==> config.mk <==
export PLATFORM = sky130hd
export DESIGN_NAME = priority_inheritance_mutex
export DESIGN_NICKNAME = d
export VERILOG_FILES = /design/src/rtl/pim_pkg.sv /design/src/rtl/pim_ctrl.sv /design/src/rtl/pim_dp.sv /design/src/rtl/priority_inheritance_mutex.sv
export VERILOG_INCLUDE_DIRS = /design/src /design/src/rtl
export SDC_FILE = /design/constraint.sdc
export NUM_CORES = 1
export LEC_CHECK = 0
export BUFFER_PORTS_ARGS = -buffer_cell sky130_fd_sc_hd__buf_2
export CORE_MARGIN = 2
export CORE_UTILIZATION = 50
export CTS_CLUSTER_DIAMETER = 60
export DETAILED_ROUTE_END_ITERATION = 16
export PLACE_DENSITY = 0.7
export SLEW_MARGIN = 20
export SYNTH_ARGS = -nofsm -noshare
export SYNTH_HDL_FRONTEND = slang
export SYNTH_SLANG_ARGS = --single-unit
export TNS_END_PERCENT = 20
==> constraint.sdc <==
create_clock -name clk -period 4 [get_ports clk]
set_input_delay 0.8 -clock clk [delete_from_list [all_inputs] [get_ports clk]]
set_output_delay 0.8 -clock clk [all_outputs]
set_load 0.05 [all_outputs]
==> src/rtl/assert_macros.svh <==
// Assertion macros shared by the RTL files that carry checks.
// Expects a clock named clk and an active-low reset named arst_n in scope.
`ifndef ASSERT_MACROS_SVH
`define ASSERT_MACROS_SVH

// Plain property, sampled on clk, off during reset.
`define ASSERT_CLK(label, prop, msg) \
	label: assert property (@(posedge clk) disable iff (!arst_n) (prop)) \
		else $error(msg);

// Same-cycle implication.
`define ASSERT_IMPL(label, ante, cons, msg) \
	label: assert property (@(posedge clk) disable iff (!arst_n) (ante) |-> (cons)) \
		else $error(msg);

// Next-cycle implication.
`define ASSERT_NEXT(label, ante, cons, msg) \
	label: assert property (@(posedge clk) disable iff (!arst_n) (ante) |=> (cons)) \
		else $error(msg);

`endif

==> src/rtl/pim_pkg.sv <==
// Package for the priority inheritance mutex: sizes, codes, entry and command types.
// No dependencies.
package pim_pkg;

	localparam int MAX_WAITERS = 16;
	localparam int ID_BITS     = 8;
	localparam int PRIO_BITS   = 8;
	localparam int CNT_W       = $clog2(MAX_WAITERS + 1);
	localparam int IDX_W       = (MAX_WAITERS > 1) ? $clog2(MAX_WAITERS) : 1;

	localparam logic [1:0] MODE_LOCK   = 2'd0;
	localparam logic [1:0] MODE_UNLOCK = 2'd1;
	localparam logic [1:0] MODE_CANCEL = 2'd2;

	localparam logic [2:0] ST_OK        = 3'd0;
	localparam logic [2:0] ST_QUEUED    = 3'd1;
	localparam logic [2:0] ST_TIMEOUT   = 3'd2;
	localparam logic [2:0] ST_NOT_OWNER = 3'd3;
	localparam logic [2:0] ST_FULL      = 3'd4;

	typedef struct packed {
		logic [ID_BITS-1:0]   id;
		logic [PRIO_BITS-1:0] prio;
	} entry_t;

	// Controller to datapath.
	typedef struct packed {
		logic capture; // latch the request word
		logic commit;  // apply the request, load the result word
	} cmd_t;

endpackage

==> src/rtl/pim_ctrl.sv <==
// Controller for the priority inheritance mutex: request sequencing and result handshake.
// Depends on pim_pkg.
module pim_ctrl
	import pim_pkg::*;
(
	input  logic clk,
	input  logic arst_n,
	input  logic in_valid,
	output logic in_ready,
	output logic out_valid,
	input  logic out_ready,
	output cmd_t cmd
);

	localparam logic S_IDLE = 1'b0;
	localparam logic S_EXEC = 1'b1;

	logic state_q;
	logic out_valid_q;

	assign in_ready    = (state_q == S_IDLE);
	assign cmd.capture = in_valid && in_ready;
	// wait in EXEC until the result slot is free or being drained
	assign cmd.commit  = (state_q == S_EXEC) && (!out_valid_q || out_ready);
	assign out_valid   = out_valid_q;

	always_ff @(posedge clk or negedge arst_n) begin
		if (!arst_n) begin
			state_q     <= S_IDLE;
			out_valid_q <= 1'b0;
		end else begin
			case (state_q)
				S_IDLE: begin
					if (cmd.capture) state_q <= S_EXEC;
				end
				S_EXEC: begin
					if (cmd.commit) state_q <= S_IDLE;
				end
				default: state_q <= S_IDLE;
			endcase
			if (cmd.commit)
				out_valid_q <= 1'b1;
			else if (out_ready)
				out_valid_q <= 1'b0;
		end
	end

endmodule

==> src/rtl/pim_dp.sv <==
// Datapath for the priority inheritance mutex: owner registers, sorted wait queue,
// result registers. Depends on pim_pkg.
module pim_dp
	import pim_pkg::*;
(
	input  logic                 clk,
	input  logic                 arst_n,
	input  cmd_t                 cmd,
	input  logic [1:0]           mode,
	input  logic [ID_BITS-1:0]   task_id,
	input  logic [PRIO_BITS-1:0] task_priority,
	input  logic                 no_wait,
	output logic [2:0]           status,
	output logic                 owner_valid,
	output logic [ID_BITS-1:0]   owner_task,
	output logic [PRIO_BITS-1:0] owner_effective_priority,
	output logic                 handed_over,
	output logic [CNT_W-1:0]     waiter_count
);

	// request word
	logic [1:0]           mode_q;
	logic [ID_BITS-1:0]   id_q;
	logic [PRIO_BITS-1:0] prio_q;
	logic                 nw_q;

	// mutex state
	logic                 held_q;
	logic [ID_BITS-1:0]   hid_q;
	logic [PRIO_BITS-1:0] hbase_q;
	logic [PRIO_BITS-1:0] heff_q;
	logic [CNT_W-1:0]     len_q;
	entry_t               q_q [MAX_WAITERS];

	// next state
	logic                 held_n;
	logic [ID_BITS-1:0]   hid_n;
	logic [PRIO_BITS-1:0] hbase_n;
	logic [PRIO_BITS-1:0] heff_n;
	logic [CNT_W-1:0]     len_n;
	entry_t               q_n [MAX_WAITERS];
	logic [2:0]           st_n;
	logic                 hand_n;

	logic [MAX_WAITERS-1:0] ahead;
	logic                 hit;
	logic [IDX_W-1:0]     midx;
	logic [IDX_W-1:0]     ridx;
	logic                 do_ins;
	logic                 do_rem;

	// entries that stay ahead of a new waiter; a prefix, since the queue is sorted
	always_comb begin
		for (int k = 0; k < MAX_WAITERS; k++)
			ahead[k] = (CNT_W'(k) < len_q) && (q_q[k].prio <= prio_q);
	end

	// first queued entry with matching id
	always_comb begin
		hit  = 1'b0;
		midx = '0;
		for (int k = MAX_WAITERS - 1; k >= 0; k--) begin
			if ((CNT_W'(k) < len_q) && (q_q[k].id == id_q)) begin
				hit  = 1'b1;
				midx = IDX_W'(k);
			end
		end
	end

	always_comb begin
		held_n  = held_q;
		hid_n   = hid_q;
		hbase_n = hbase_q;
		heff_n  = heff_q;
		len_n   = len_q;
		st_n    = ST_OK;
		hand_n  = 1'b0;
		do_ins  = 1'b0;
		do_rem  = 1'b0;
		ridx    = '0;
		case (mode_q)
			MODE_LOCK: begin
				if (!held_q) begin
					held_n  = 1'b1;
					hid_n   = id_q;
					hbase_n = prio_q;
					heff_n  = prio_q;
				end else if (nw_q) begin
					st_n = ST_TIMEOUT;
				end else if (len_q == CNT_W'(MAX_WAITERS)) begin
					st_n = ST_FULL;
				end else begin
					st_n   = ST_QUEUED;
					do_ins = 1'b1;
					len_n  = len_q + CNT_W'(1);
					if (heff_q > prio_q) heff_n = prio_q;
				end
			end
			MODE_UNLOCK: begin
				if (!held_q || (hid_q != id_q)) begin
					st_n = ST_NOT_OWNER;
				end else if (len_q != '0) begin
					hid_n   = q_q[0].id;
					hbase_n = q_q[0].prio;
					heff_n  = q_q[0].prio;
					do_rem  = 1'b1;
					len_n   = len_q - CNT_W'(1);
					hand_n  = 1'b1;
				end else begin
					held_n = 1'b0;
					heff_n = hbase_q;
				end
			end
			MODE_CANCEL: begin
				if (hit) begin
					st_n   = ST_TIMEOUT;
					do_rem = 1'b1;
					ridx   = midx;
					len_n  = len_q - CNT_W'(1);
				end
			end
			default: st_n = ST_OK;
		endcase
	end

	// queue shift network: each slot takes itself, its lower or upper neighbor, or the new entry
	always_comb begin
		for (int k = 0; k < MAX_WAITERS; k++) begin
			q_n[k] = q_q[k];
			if (do_ins) begin
				// first slot not ahead takes the new entry, the rest move up by one
				if (!ahead[k]) begin
					if ((k == 0) || ahead[(k > 0) ? k - 1 : 0])
						q_n[k] = '{id: id_q, prio: prio_q};
					else
						q_n[k] = q_q[(k > 0) ? k - 1 : 0];
				end
			end else if (do_rem) begin
				if ((IDX_W'(k) >= ridx) && (k + 1 < MAX_WAITERS))
					q_n[k] = q_q[(k + 1 < MAX_WAITERS) ? k + 1 : k];
			end
		end
	end

	always_ff @(posedge clk or negedge arst_n) begin
		if (!arst_n) begin
			held_q  <= 1'b0;
			hid_q   <= '0;
			hbase_q <= '0;
			heff_q  <= '0;
			len_q   <= '0;
		end else if (cmd.commit) begin
			held_q  <= held_n;
			hid_q   <= hid_n;
			hbase_q <= hbase_n;
			heff_q  <= heff_n;
			len_q   <= len_n;
		end
	end

	// payload registers, no reset
	always_ff @(posedge clk) begin
		if (cmd.capture) begin
			mode_q <= mode;
			id_q   <= task_id;
			prio_q <= task_priority;
			nw_q   <= no_wait;
		end
		if (cmd.commit) begin
			for (int k = 0; k < MAX_WAITERS; k++)
				q_q[k] <= q_n[k];
			status                   <= st_n;
			owner_valid              <= held_n;
			owner_task               <= held_n ? hid_n : '0;
			owner_effective_priority <= held_n ? heff_n : '0;
			handed_over              <= hand_n;
			waiter_count             <= len_n;
		end
	end

endmodule

==> src/rtl/priority_inheritance_mutex.sv <==
// Priority inheritance mutex, top level. Depends on pim_pkg, pim_ctrl, pim_dp and
// assert_macros.svh.
//
// One request word (lock, unlock or cancel) is taken when in_valid and in_ready are
// both high; exactly one result word follows on the out channel. Each request is
// latched, then applied in the EXEC state, in which the whole sorted wait queue is
// updated in place by a per-slot shift network (insert behind equal priorities,
// removal of the head or of the first matching id) together with the owner
// registers. The next request is taken in the cycle after that, even while the
// previous result word still waits; the update stalls only if a second result would
// overwrite one not yet taken. The queue holds up to 16 waiters, the most urgent
// (lowest number) first. A waiter more urgent than the owner raises the owner's
// effective priority; an owner unlock restores it and passes the mutex to the queue
// head (handed_over = 1). When the mutex is free, owner_task and
// owner_effective_priority read zero. No clearing pass follows reset.
`include "assert_macros.svh"

module priority_inheritance_mutex
	import pim_pkg::*;
(
	input  logic       clk,
	input  logic       arst_n,
	input  logic       in_valid,
	output logic       in_ready,
	input  logic [1:0] mode,
	input  logic [7:0] task_id,
	input  logic [7:0] task_priority,
	input  logic       no_wait,
	output logic       out_valid,
	input  logic       out_ready,
	output logic [2:0] status,
	output logic       owner_valid,
	output logic [7:0] owner_task,
	output logic [7:0] owner_effective_priority,
	output logic       handed_over,
	output logic [4:0] waiter_count
);

	cmd_t cmd;

	pim_ctrl u_ctrl (
		.clk       (clk),
		.arst_n    (arst_n),
		.in_valid  (in_valid),
		.in_ready  (in_ready),
		.out_valid (out_valid),
		.out_ready (out_ready),
		.cmd       (cmd)
	);

	pim_dp u_dp (
		.clk                      (clk),
		.arst_n                   (arst_n),
		.cmd                      (cmd),
		.mode                     (mode),
		.task_id                  (task_id),
		.task_priority            (task_priority),
		.no_wait                  (no_wait),
		.status                   (status),
		.owner_valid              (owner_valid),
		.owner_task               (owner_task),
		.owner_effective_priority (owner_effective_priority),
		.handed_over              (handed_over),
		.waiter_count             (waiter_count)
	);

	// a handover always leaves the mutex held with status ok
	`ASSERT_IMPL(a_handover_held, out_valid && handed_over, owner_valid && (status == ST_OK), "handover without owner")
	// free mutex reports zero owner fields
	`ASSERT_IMPL(a_free_zero, out_valid && !owner_valid, (owner_task == '0) && (owner_effective_priority == '0), "free mutex shows owner")
	// a queued lock implies a held mutex and a nonempty queue
	`ASSERT_IMPL(a_queued_held, out_valid && (status == ST_QUEUED), owner_valid && (waiter_count != '0), "queued on free mutex")
	// queue never exceeds its depth
	`ASSERT_CLK(a_len_bound, !out_valid || (waiter_count <= 5'(MAX_WAITERS)), "waiter count over depth")
	// an accepted request blocks the input for the next cycle
	`ASSERT_NEXT(a_busy_after_accept, in_valid && in_ready, !in_ready, "input ready while busy")

endmodule
### After elaboration in Yosys (flattened, before gate mapping)

Memories as Yosys holds them, arrays and structs flattened.
Index checks and enable logic that the tools add are counted.

| word-level totals | value |
|---|---|
| flip-flop bits (word level) | 77 |
| RAM bits | 256 |
| input port bits | 23 |
| output and inout bits | 28 |
| word-level logic and storage cells | 290 |
| memories kept | 1 |

| cells by class | value |
|---|---|
| add/sub/neg operators | 2 |
| $lt $le $gt $ge | 48 |
| equal/unequal tests | 22 |
| muxes and demuxes | 156 |
| bitwise operators | 1 |
| reduce and logical (&&, ||, !) cells | 43 |

Memories:

| memory | depth | bits a word | read ports | clocked after memory_dff | write ports | line | source |
|---|---|---|---|---|---|---|---|
| u_dp.q_q | 16 | 16 | 16 | 0 | 16 | pim_dp.sv:33 | `entry_t q_q [MAX_WAITERS];` |

Operators with widths:

| operator | count |
|---|---|
| 16-bit 2-to-1 mux | 77 |
| 8-bit == test | 16 |
| 8-bit <= comparator | 16 |
| 8-bit 2-to-1 mux | 11 |
| 4-bit 2-to-1 mux | 18 |
| 8-bit case mux with 2 select lines | 3 |
| 4-bit by 5-bit < comparator with 1-bit output (first input constant) | 8 |
| 1-bit logical AND | 34 |
| 1-bit 2-to-1 mux | 31 |
| 5-bit 2-to-1 mux | 6 |
| 4-bit greater-or-equal comparator (first input constant) | 7 |
| 3-bit by 5-bit < comparator with 1-bit output (first input constant) | 4 |
| 3-bit by 4-bit greater-or-equal comparator with 1-bit output (first input constant) | 4 |
| 5-bit case mux with 3 select lines | 1 |
| 1-bit by 5-bit < comparator with 1-bit output (first input constant) | 2 |
| 2-bit by 5-bit < comparator with 1-bit output (first input constant) | 2 |
| 3-bit 2-to-1 mux | 3 |
| 3-bit case mux with 3 select lines | 1 |
| 1-bit by 4-bit greater-or-equal comparator with 1-bit output (first input constant) | 2 |
| 2-bit by 4-bit greater-or-equal comparator with 1-bit output (first input constant) | 2 |
| 8-bit > comparator | 1 |
| 8-bit inequality test | 1 |
| 1-bit case mux with 2 select lines | 3 |
| 5-bit by 1-bit adder with 5-bit output (second input constant) | 1 |
| other kinds (13) | 18 |

### Logic depth before layout (Yosys ltp)

An unclocked memory read counts as a cell.

| depth | value |
|---|---|
| depth after elaboration | 25 |
| depth in mapped cells | 15 |

### Modules after synthesis

From an unflattened synthesis, not the netlist that was laid out.

| unflattened totals | value |
|---|---|
| cells, all modules | 2,144 |
| area, all modules | 21,802.2 um^2 |

By module, submodules not included:

| module | instances | cells an instance | area each (um^2) |
|---|---|---|---|
| pim_dp | 1 | 2,136 | 21,708.3 |
| pim_ctrl | 1 | 8 | 93.8 |

### Worst setup path before layout

Ideal clock, no wire load.

| timing | value |
|---|---|
| kind | flip-flop to flip-flop |
| from | register, netlist name u_dp.prio_q[1] |
| to | memory u_dp.q_q[1][32] (netlist bit), enable pin |
| setup time | 0.414 ns |
| data arrival time | 3.932 ns |
| setup slack | -0.347 ns |
| stages on the path, launching flop included | 15 |
| path buffers | 4 |
| clock period less this slack | 4.347 ns |
| cell sequence | edfxtp_1 -> clkbuf_1 -> clkbuf_1 -> inv_1 -> ha_1 -> nor2b_1 -> o21ai_0 -> nand2b_1 -> a21oi_1 -> o21ai_0 -> o21ai_0 -> and2_1 -> clkbuf_1 -> buf_2 -> a211oi_1 |

RTL lines:

| what | line |
|---|---|
| end: declaration | pim_dp.sv:33 |

### Worst setup path in the final report

| timing | value |
|---|---|
| from | register u_dp.prio_q[1] |
| to | register u_dp.owner_effective_priority[7], data pin |

| between the ends | value |
|---|---|
| longest elaborated chain between the ends | 6 |

Ends and longest elaborated chain:

| what | line | source |
|---|---|---|
| start: declaration | pim_dp.sv:24 | `logic [PRIO_BITS-1:0] prio_q;` |
| start signal: assignment | pim_dp.sv:166 | `prio_q <= task_priority;` |
| 8-bit > comparator | pim_dp.sv:96 | `if (heff_q > prio_q) heff_n = prio_q;` |
| 8-bit 2-to-1 mux | pim_dp.sv:96 |  |
| 8-bit 2-to-1 mux | pim_dp.sv:90 | `end else if (len_q == CNT_W'(MAX_WAITERS)) begin` |
| 8-bit 2-to-1 mux | pim_dp.sv:88 | `end else if (nw_q) begin` |
| 8-bit 2-to-1 mux | pim_dp.sv:83 | `if (!held_q) begin` |
| 8-bit case mux with 2 select lines | pim_dp.sv:81 | `case (mode_q)` |
| end signal: assignment | pim_dp.sv:175 | `owner_effective_priority <= held_n ? heff_n : '0;` |
| end: declaration | pim_dp.sv:16 | `output logic [PRIO_BITS-1:0] owner_effective_priority,` |

No other way between the ends.
A chain may end at the register's enable or synchronous reset.

==> reports/results.txt <==
Synth top area share: 41.57%
Worst Setup Slack, final: 0.3131 ns
Worst clock skew: 0.01786 ns
Grt met2 use: 40.56%
Largest net degree at the start of global routing: 230
Inst Count DP: 2715
Syn nets: 2281
Via count: 16740
Setup repair after global routing missed its margin: no
Sink Count: 333
Hold buffer count at CTS: 0
Number of max-cap violations: 0
Die width: 212.5 µm
Yosys cell types: 70
Port Buffers: 50
GPL Wtd Cong: 0.9362
Design area: 24190 µm²
Slowest cell on the critical path: a222oi_1
Core Area: 42980 µm²
First-pass GRT wire length: 92270 µm
Post-route ant nets: 0
Final period utilization: 92.17%
Detailed Route Iter0 Violations: 1702
Antenna violations before repair: 0
Initial Utilization: 50.58%
Worst vdd ir: 0.2372 mV
CTS tree: built
I/O pin cnt: 51
Min-delay worst type: in -> async
Total grt overflow: 0
Setup Viol. Count Final: 0
Fin nets: 2338
Slew Viols, Final: 0
Clock buffer depth: 3
Slew at the pin closest to its max-slew limit: 0.9030 ns
Kind of critical path: reg -> reg
Post-DP HPWL: 42880 µm
Row cnt: 76
Layout area overhead: 11.28%
Post-synth top area cell: edfxtp_1
Post-synth EDFFs: 301
Crit path DAT: 3.99 ns
Die span in y: 212.5 µm
Routed WL per cell: 21.25 µm
CP startpoint kind: flop
Met3 usage: 4.032%
Routed Wire Length: 59150 µm
CP endpoint kind: flop
Yosys reg bits: 333
Clock-pin transition on the worst setup and hold timing paths: 0.06 ns
Total GRT Usage: 26.42%
Vias in the first global route: 16400
Crit path top cell by count: o21a_1
CP Cell Sequence: inv_1 -> ha_1 -> nor2b_1 -> o21a_1 -> o21a_1 -> o21ai_0 -> nand3b_1 -> a21boi_2 -> mux2_2 -> a222oi_1 -> nor2_1
Hold Fails Final Rpt: 0
Status: complete, no violations
Die area: 45160 µm²
CP max FO: 9
Total of cells resized after clock tree synthesis: 0
Top post-synthesis cells by area: edfxtp_1, mux2i_1, ha_1, o21ai_0, nand2_1
Inserted Clock Buffers: 40
Crit path required time: 4.30 ns
Ys async rst share: 9.610%
Postcts setup bufs: 0
Crit-path max cell delay: 0.53 ns
Syn Inst Count: 2115
Avg Cell Area, Syn: 10.28 µm²
Slew HR: 39.80%
DP Area: 22950 µm²
Register area share after synthesis: 45.26%
GR Util met1: 38.04%
Pwr/cell area: 444.9 nW/µm²
Clock latency on the worst-skew pair: 0.56 ns
# DRC: 0
Layout cells sized above 1: 12.97%
Crit path time final: 3.687 ns
Leakage: 0.009444 µW
Dpl ws: 0.4006 ns
Fin cells: 2783
H-Tree Depth: 2
Routed vias/inst: 6.016
Antenna Cells: 0
Synth Warn #: 0
Gr busiest metal: met2
1st-pass router iterations: 7
Mapped Area: 21740 µm²
Fmax: 271.2 MHz
Clock Tree Root: clkbuf_16
Post-synth top flop: edfxtp_1
synthesized netlist by cell type, drive strengths merged (31+ instances only):
cell	n
ha	143
inv	38
dfrtp	32
edfxtp	301
buf	53
nand2	329
a21o	31
nand3	43
mux2i	227
o21ai	296
xor2	48
clkbuf	92
xnor2	90
a21oi	84
nor2	75
routing by layer:
| layer | vias to the layer above | part of all wire, % |
|---|---|---|
| met2 | 606 | 44 |
| met5 | - | 0 |
| li1 | 7836 | - |
| met3 | 113 | 6.0 |
| met4 | 0 | 3.3 |
| met1 | 8188 | 46 |
sequential cells by signal, summed over array words and instances, names as in the netlist:
| name | cells |
|---|---|
| u_dp.id_q | 8 |
| u_dp.owner_task | 8 |
| u_dp.prio_q | 8 |
| u_ctrl.state_q | 1 |
| u_dp.q_q | 256 |
| u_dp.heff_q | 8 |
| u_dp.nw_q | 1 |
| u_dp.len_q | 5 |
| u_dp.status | 3 |
| u_dp.hbase_q | 8 |
| u_dp.handed_over | 1 |
| u_dp.owner_effective_priority | 8 |
| u_dp.hid_q | 8 |
| u_ctrl.out_valid | 1 |
| u_dp.mode_q | 2 |
| u_dp.owner_valid | 1 |
| u_dp.waiter_count | 5 |
| u_dp.held_q | 1 |
cell type report:
| class | count | area, µm² |
|---|---|---|
| Clock buffer | 55 | 1119 |
| Inverter | 38 | 142.6 |
| Clock inverter | 13 | 128.9 |
| Tap cell | 585 | 732.0 |
| Multi-Input combinational cell | 1599 | 11110 |
| Fill cell | 3675 | 18790 |
| Sequential cell | 333 | 9839 |
| Timing Repair Buffer | 160 | 1126 |
path summary, 6_finish.rpt:
| check | start | to | slack [ns] | cells past startpoint |
|---|---|---|---|---|
| max in group asynchronous | arst_n | u_dp.hid_q[4]$_DFFE_PN0P_ | 3.12 | 1 |
| min in group clk | task_priority[0] | u_dp.prio_q[0]$_DFFE_PP_ | 0.42 | 1 |
| min reg2reg | u_dp.hid_q[1]$_DFFE_PN0P_ | u_dp.hid_q[1]$_DFFE_PN0P_ | 0.53 | 2 |
| max | u_dp.prio_q[1]$_DFFE_PP_ | u_dp.owner_effective_priority[7]$_SDFFCE_PN0P_ | 0.31 | 11 |
| min | arst_n | u_dp.heff_q[2]$_DFFE_PN0P_ | 0.34 | 1 |
| max reg2reg | u_dp.prio_q[1]$_DFFE_PP_ | u_dp.owner_effective_priority[7]$_SDFFCE_PN0P_ | 0.31 | 11 |
report_power, final:
group / switching [µW] / internal [µW]
clock network: 1460 / 2080
logic: 1800 / 1080
registers: 243 / 4100
critical path, delay by kind of cell (launching register included):
kind,cells,cell delay [ns]
and+or+nand+nor,3,0.36
AOI/OAI and AO/OA,5,1.45
adders and majority gates,1,0.37
buffers and inverters,1,0.48
muxes,1,0.39
DFF,1,0.39
metrics by stage:
| step | utilization (%) | TNS (ns) | hold WS (ns) | power, µW |
|---|---|---|---|---|
| 2_1_floorplan | - | -22.66 | 0.4801 | 6426 |
| 3_3_place_gp | 53.37 | 0 | 0.4962 | 7154 |
| 3_5_place_dp | 53.39 | 0 | 0.5154 | 7240 |
| 6_report | 56.29 | 0 | 0.3389 | 10760 |
| 4_1_cts | 56.29 | 0 | 0.3356 | 10770 |
| 5_1_grt | 56.29 | 0 | 0.3807 | 11230 |
cells by family (layout without fill, tap and decap cells):
group                      after synthesis  in the layout  share of synthesized area [%]
muxes                                  250            250                          11.64
and+or+nand+nor                        562            562                          11.61
DFF                                    333            333                          45.26
AOI/OAI and AO/OA                      506            506                          13.55
xor gates and xnor gates               138            138                          5.559
adders and majority gates              143            143                          8.230
buffers and inverters                  183            266                          4.149
cells in the final DEF (no fill, tap or decap), types with 11 or more instances in the layout:
cell       synthesis  final
a21o_1            31     31
a21oi_1           72     71
a21oi_2           12     13
buf_2             22     50
buf_4              6    106
clkbuf_16          0     41
dfrtp_1           32     32
edfxtp_1         301    301
ha_1             143    143
inv_1             37     37
mux2_2            23     23
mux2i_1          227    227
nand2_1          328    328
nand2b_1          15     15
nand3_1           43     42
nand4_1           30     30
nor2_1            75     74
nor2b_1           12     11
nor3_1            11     11
nor4_1            13     13
o21ai_0          295    294
o22ai_1           12     12
xnor2_1           90     90
xor2_1            48     48
No activity file was read; power rests on OpenSTA's default activity.
